<file path="config.mk">
export PLATFORM = sky130hd
export DESIGN_NAME = cbs_divsqrt
export DESIGN_NICKNAME = d
export VERILOG_FILES = /design/src/hw/rtl/cbs_pkg.sv /design/src/hw/rtl/cbs_divsqrt.sv
export SDC_FILE = /design/constraint.sdc
export NUM_CORES = 1
export LEC_CHECK = 0
export BUFFER_PORTS_ARGS = -buffer_cell sky130_fd_sc_hd__clkbuf_2
export CAP_MARGIN = 20
export CORE_UTILIZATION = 62
export CTS_CLUSTER_SIZE = 16
export DETAILED_ROUTE_END_ITERATION = 12
export MAX_ROUTING_LAYER = met4
export PLACE_DENSITY = 0.91
export SYNTH_ARGS = -nofsm -noshare
export SYNTH_HDL_FRONTEND = slang
export SYNTH_SLANG_ARGS = --single-unit
</file>
<file path="constraint.sdc">
create_clock -name clock -period 5.6 [get_ports clock]
set_input_delay 0.56 -clock clock [delete_from_list [all_inputs] [get_ports clock]]
set_output_delay 0.56 -clock clock [all_outputs]
set_load 0.05 [all_outputs]
</file>
<file path="src/hw/rtl/cbs_pkg.sv">
// Shared types and constants of the cubic B-spline sampler.
package cbs_pkg;

   // shared multiplier operand and product widths
   localparam int MUL_A_W = 25;
   localparam int MUL_B_W = 33;
   localparam int PROD_W  = 58;
   localparam int ACC_W   = 58;

   // weight products and weights
   localparam int PR_W      = 20;
   localparam int NUM_PRODS = 9;
   localparam int WGT_W     = 25;
   localparam int CNT_W     = 7;

   // divide / square root unit
   localparam int DVD_W     = 58;
   localparam int DVS_W     = 26;
   localparam int REM_W     = 28;
   localparam int ROOT_W    = 25;
   localparam int SQ_IN_W   = 50;
   localparam int STEP_W    = 6;
   localparam int DIV_STEPS = 58;
   localparam int SQ_STEPS  = 25;

   // unit vector format and normalization window [2^23, 2^24)
   localparam int UNIT_W    = 16;
   localparam int UNIT_FRAC = 14;
   localparam int NRM_HI    = 24;
   localparam int NRM_LO    = 23;

   localparam logic [CNT_W-1:0] SCOUNT_RESET = 7'd8;

   typedef enum logic [0:0] {
      UNIT_DIV  = 1'b0,
      UNIT_SQRT = 1'b1
   } unit_op_type;

   typedef struct packed {
      logic        start;
      unit_op_type op;
   } unit_req_type;

   typedef struct packed {
      logic done;
   } unit_sts_type;

   typedef enum logic [16:0] {
      ST_IDLE       = 17'h00001,
      ST_PREP_MUL   = 17'h00002,
      ST_PREP_ACC   = 17'h00004,
      ST_WGT        = 17'h00008,
      ST_MAC_MUL    = 17'h00010,
      ST_MAC_ACC    = 17'h00020,
      ST_POS_START  = 17'h00040,
      ST_POS_WAIT   = 17'h00080,
      ST_VEC_LOAD   = 17'h00100,
      ST_VEC_NORM   = 17'h00200,
      ST_SQ_MUL     = 17'h00400,
      ST_SQ_ACC     = 17'h00800,
      ST_SQRT_START = 17'h01000,
      ST_SQRT_WAIT  = 17'h02000,
      ST_UDIV_START = 17'h04000,
      ST_UDIV_WAIT  = 17'h08000,
      ST_EMIT       = 17'h10000
   } state_type;

endpackage

</file>
<file path="src/hw/rtl/cbs_divsqrt.sv">
// Shared restoring divider and integer square root, one step per cycle.
module cbs_divsqrt (
   input  logic                           clock,
   input  logic                           reset,
   input  cbs_pkg::unit_req_type          unit_req,
   input  logic [cbs_pkg::DVD_W-1:0]      operand_a,
   input  logic [cbs_pkg::DVS_W-1:0]      operand_b,
   output cbs_pkg::unit_sts_type          unit_sts,
   output logic [cbs_pkg::DVD_W-1:0]      result
);

   logic                          busy_ff, busy_in;
   logic                          done_ff, done_in;
   cbs_pkg::unit_op_type          op_ff, op_in;
   logic [cbs_pkg::STEP_W-1:0]    cnt_ff, cnt_in;
   logic [cbs_pkg::DVD_W-1:0]     shreg_ff, shreg_in;
   logic [cbs_pkg::REM_W-1:0]     rem_ff, rem_in;
   logic [cbs_pkg::ROOT_W-1:0]    root_ff, root_in;
   logic [cbs_pkg::DVS_W-1:0]     dvs_ff, dvs_in;

   logic [cbs_pkg::REM_W-1:0]     cand;
   logic [cbs_pkg::REM_W-1:0]     subtrahend;
   logic [cbs_pkg::REM_W:0]       diff;
   logic                          ge;

   // one compare-subtract serves both operations
   always_comb begin
      if (op_ff == cbs_pkg::UNIT_SQRT) begin
         cand       = {rem_ff[cbs_pkg::REM_W-3:0], shreg_ff[cbs_pkg::DVD_W-1 -: 2]};
         subtrahend = cbs_pkg::REM_W'({root_ff, 2'b01});
      end else begin
         cand       = {rem_ff[cbs_pkg::REM_W-2:0], shreg_ff[cbs_pkg::DVD_W-1]};
         subtrahend = cbs_pkg::REM_W'(dvs_ff);
      end
      diff = {1'b0, cand} - {1'b0, subtrahend};
      ge   = !diff[cbs_pkg::REM_W];
   end

   // step sequencing
   always_comb begin
      busy_in  = busy_ff;
      done_in  = 1'b0;
      op_in    = op_ff;
      cnt_in   = cnt_ff;
      shreg_in = shreg_ff;
      rem_in   = rem_ff;
      root_in  = root_ff;
      dvs_in   = dvs_ff;
      if (unit_req.start) begin
         busy_in = 1'b1;
         op_in   = unit_req.op;
         rem_in  = '0;
         root_in = '0;
         dvs_in  = operand_b;
         if (unit_req.op == cbs_pkg::UNIT_SQRT) begin
            cnt_in   = cbs_pkg::STEP_W'(cbs_pkg::SQ_STEPS);
            shreg_in = {operand_a[cbs_pkg::SQ_IN_W-1:0],
                        (cbs_pkg::DVD_W-cbs_pkg::SQ_IN_W)'(0)};
         end else begin
            cnt_in   = cbs_pkg::STEP_W'(cbs_pkg::DIV_STEPS);
            shreg_in = operand_a;
         end
      end else if (busy_ff) begin
         rem_in = ge ? diff[cbs_pkg::REM_W-1:0] : cand;
         if (op_ff == cbs_pkg::UNIT_SQRT) begin
            shreg_in = {shreg_ff[cbs_pkg::DVD_W-3:0], 2'b00};
            root_in  = {root_ff[cbs_pkg::ROOT_W-2:0], ge};
         end else begin
            shreg_in = {shreg_ff[cbs_pkg::DVD_W-2:0], ge};
         end
         cnt_in = cnt_ff - cbs_pkg::STEP_W'(1);
         if (cnt_ff == cbs_pkg::STEP_W'(1)) begin
            busy_in = 1'b0;
            done_in = 1'b1;
         end
      end
   end

   always_ff @(posedge clock) begin
      if (reset) begin
         busy_ff <= 1'b0;
         done_ff <= 1'b0;
      end else begin
         busy_ff <= busy_in;
         done_ff <= done_in;
      end
      op_ff    <= op_in;
      cnt_ff   <= cnt_in;
      shreg_ff <= shreg_in;
      rem_ff   <= rem_in;
      root_ff  <= root_in;
      dvs_ff   <= dvs_in;
   end

   assign unit_sts.done = done_ff;
   assign result = (op_ff == cbs_pkg::UNIT_SQRT) ? cbs_pkg::DVD_W'(root_ff) : shreg_ff;

endmodule

</file>
==> impl_metrics.py <==
metrics = {
    "placement": {
        "globalplace.congestion": 0.966,
        "port_buffers": 146,
        "dp_hpwl_um": 16600,
    },
    "clocking": {
        "cts_root_buffer": "clkbuf_16",
        "cts_resized": 0,
        "cts-hold-fix-buffers": 0,
        "htreeDepth": 4,
        "numCtsBuffers": 17,
        "clockBufferDepth": 2,
        "cts.clk_slew.worst_paths_ps": 70,
        "clk_latency_ps": 430,
        "cts.sinks": 145,
        "cts_tree": "built",
        "cts_setup_buffers": 0,
    },
    "status": {
        "status": "completed",
    },
    "grt": {
        "track_usage_pct": 33.1,
        "grt_pass1_vias": 7395,
        "antenna_found_initial": 0,
        "overflow": 0,
        "grt_pass1_wl_um": 37000,
        "grt_max_degree": 113,
    },
    "critical_path": {
        "crit_arrival_ps": 4520,
        "r2r_end": "rem_ff[1]",
        "r2r_slack_ps": 1370,
        "path_class": "register to register",
        "cp-start-kind": "register",
        "r2r_start": "op_ff",
        "end_kind": "register",
        "worstPathRequired_ps": 5890,
        "reg2regPathDepth": 13,
        "cp_max_fo": 56,
    },
    "route": {
        "post_drt_wl_per_cell_um": 19.6,
        "viasPerCell": 6.50,
        "routed_wl_um": 23800,
        "drcViolationCount": 0,
        "num_vias": 7882,
        "dr.pass1.iters": 5,
        "first_iter_violations": 949,
        "ant_nets": 0,
    },
    "logic_synthesis": {
        "seq_area_frac_synth_pct": 42.6,
        "synth.most_common_cell": "a21oi_1",
        "synth_top_cell_by_area": "edfxtp_1",
        "synth_top_area_share_pct": 30.5,
        "synth_edf_count": 91,
        "synth_nets": 1034,
        "async_reset_ff_share_pct": 0,
        "syn-instance-count": 916,
        "synth-seq-cells": 145,
        "avgSynthCellArea_um2": 9.78,
        "synth_warnings": 0,
        "synth_ff_type": "edfxtp_1",
        "syn-cell-area_um2": 8960,
        "synthTopCellsByArea": "edfxtp_1 30%, dfxtp_1 12%, mux2i_1 10%",
        "synth_commonest_cells": "109 x a21oi_1, 91 x edfxtp_1, 91 x mux2i_1",
        "synth_cell_types": 54,
    },
    "sta": {
        "setup_viol": 0,
        "final.setup.tns_ps": 0,
        "final.min_clock_period_ps": 4230,
        "rsz0062_at_grt": "false",
        "period_share_pct": 75.6,
        "fmaxAchievable_mhz": 236,
        "skew_ps": 10.7,
        "worst_slew_pin_slew_ps": 1030,
        "whs_ps": 307,
        "hold_violations": 0,
        "finalMaxSlewViolations": 0,
        "slew_headroom_pct": 31.3,
    },
    "power_and_ir_drop": {
        "seq_power_share_pct": 35.9,
        "p_per_area_nw_per_um2": 361,
        "ir_drop_v": 0.000247,
        "leakage_nw": 4.35,
        "power_frac_clock_pct": 29.3,
        "p_switching_mw": 1.34,
        "internal_power_mw": 2.35,
        "switching_share_pct": 36.4,
        "combPwrFrac_pct": 34.7,
    },
    "finish": {
        "fillers": 971,
        "diodes": 0,
        "utilization_pct": 73.2,
        "fin_nets": 1138,
        "layout-drive-gt1-share_pct": 21.8,
        "area_growth_pct": 14.3,
    },
    "flow_run": {
        "cap_viol_max_count": 0,
    },
    "die": {
        "row_count": 43,
        "fp.coreArea_um2": 14000,
        "dieArea_um2": 14900,
        "fp.dieW_um": 122,
        "die_h_um": 122,
        "initial_utilization_pct": 64.1,
        "ioPinCount": 147,
    },
    "min_path": {
        "hold_end": "dvs_ff[10]",
        "min_path_type": "primary input to register",
        "worstHoldStart": "operand_b[10]",
        "holdPathStages": 1,
    },
}
worst max-delay path, cell delays in order, from the launching register on:
cell,delay (ps)
edfxtp_1,520
buf_4,360
a21oi_1,300
ha_1,230
inv_1,70
fa_1,400
a211o_1,360
a21o_1,220
a211oi_2,250
o21ai_2,130
nand2_2,640
mux2_2,410
mux2i_1,140
nor2_1,50
power groups by stage:
stage | clock [mW] | sequential (mW) | combinational (mW)
floorplan | 0 | 1.31 | 1.02
global placement | 0 | 1.34 | 1.23
detailed placement | 0 | 1.34 | 1.25
CTS | 1.08 | 1.32 | 1.26
global route | 1.13 | 1.33 | 1.39
finish | 1.08 | 1.33 | 1.28
worst max-delay path by stage:
stage	startpoint	end	slack [ps]	cells past startpoint
after detailed placement	op_ff	rem_ff[1]	1450	13
after global placement	op_ff	rem_ff[1]	1570	11
after floorplan	op_ff	rem_ff[3]	1910	16
after global routing	op_ff	rem_ff[1]	1070	13
final	op_ff	rem_ff[1]	1370	13
after CTS	op_ff	rem_ff[1]	1420	13
cells in the final DEF, fill, tap and decap left out, drive strengths merged, types with 3 or more instances in the layout:
cell	instances
nand3b	3
nor3	4
a31oi	9
o211ai	5
a211oi	69
xnor2	17
mux2	34
nand4	6
and3	5
a311oi	3
clkinv	9
o21bai	3
o21ai	31
edfxtp	91
and2	3
ha	29
nor2	39
a21o	24
a211o	3
nand2b	10
nand2	88
nand3	12
nor3b	5
xor2	10
dfxtp	54
clkbuf	165
inv	10
buf	10
o21a	6
a21oi	109
mux2i	91
nor2b	55
cell families after synthesis:
kind of cell / after synthesis / share of synthesized area, %
AND/OR/NAND/NOR: 234 / 12.8
AO/OA/AOI/OAI: 278 / 19.7
flip-flops: 145 / 42.6
adder cells (fa/ha/maj): 30 / 4.27
buffers and inverters: 77 / 3.66
XOR/XNOR: 27 / 2.64
multiplexers: 125 / 14.4
sequential cells by signal, indices dropped and copies added (netlist names):
signal / flops
dvs_ff: 26
busy_ff: 1
unit_sts: 1
rem_ff: 27
root_ff: 25
op_ff: 1
shreg_ff: 58
cnt_ff: 6
layout make-up:
class | instances | area [um^2] | share of cell area [%]
Multi-Input combinational cell | 694 | 4820 | 47.0
Sequential cell | 145 | 3810 | 37.2
Timing Repair Buffer | 154 | 797 | 7.78
Clock buffer | 21 | 482 | 4.70
Tap cell | 180 | 225 | 2.20
Clock inverter | 11 | 78.8 | 0.769
Inverter | 8 | 30.0 | 0.293
routing by layer:
metal	global-route usage (%)	share of wire (%)	wire length (um)	up-vias
met5	-	0	0	-
met4	15.3	3.9	927	0
met3	7.20	7.9	1880	78
met2	51.0	47	11200	412
met1	41.6	41	9830	3771
li1	-	-	-	3621
per-stage QoR:
stage	total power, mW	setup slack, ps	cells	instance area [um^2]
global placement	2.56	1570	1181	9680
global route	3.85	1070	1213	10200
floorplan	2.33	1910	916	8960
detailed placement	2.59	1450	1181	9680
CTS	3.67	1420	1213	10200
finish	3.69	1370	1213	10200
Note: power is estimated with default switching activity, not from simulation.
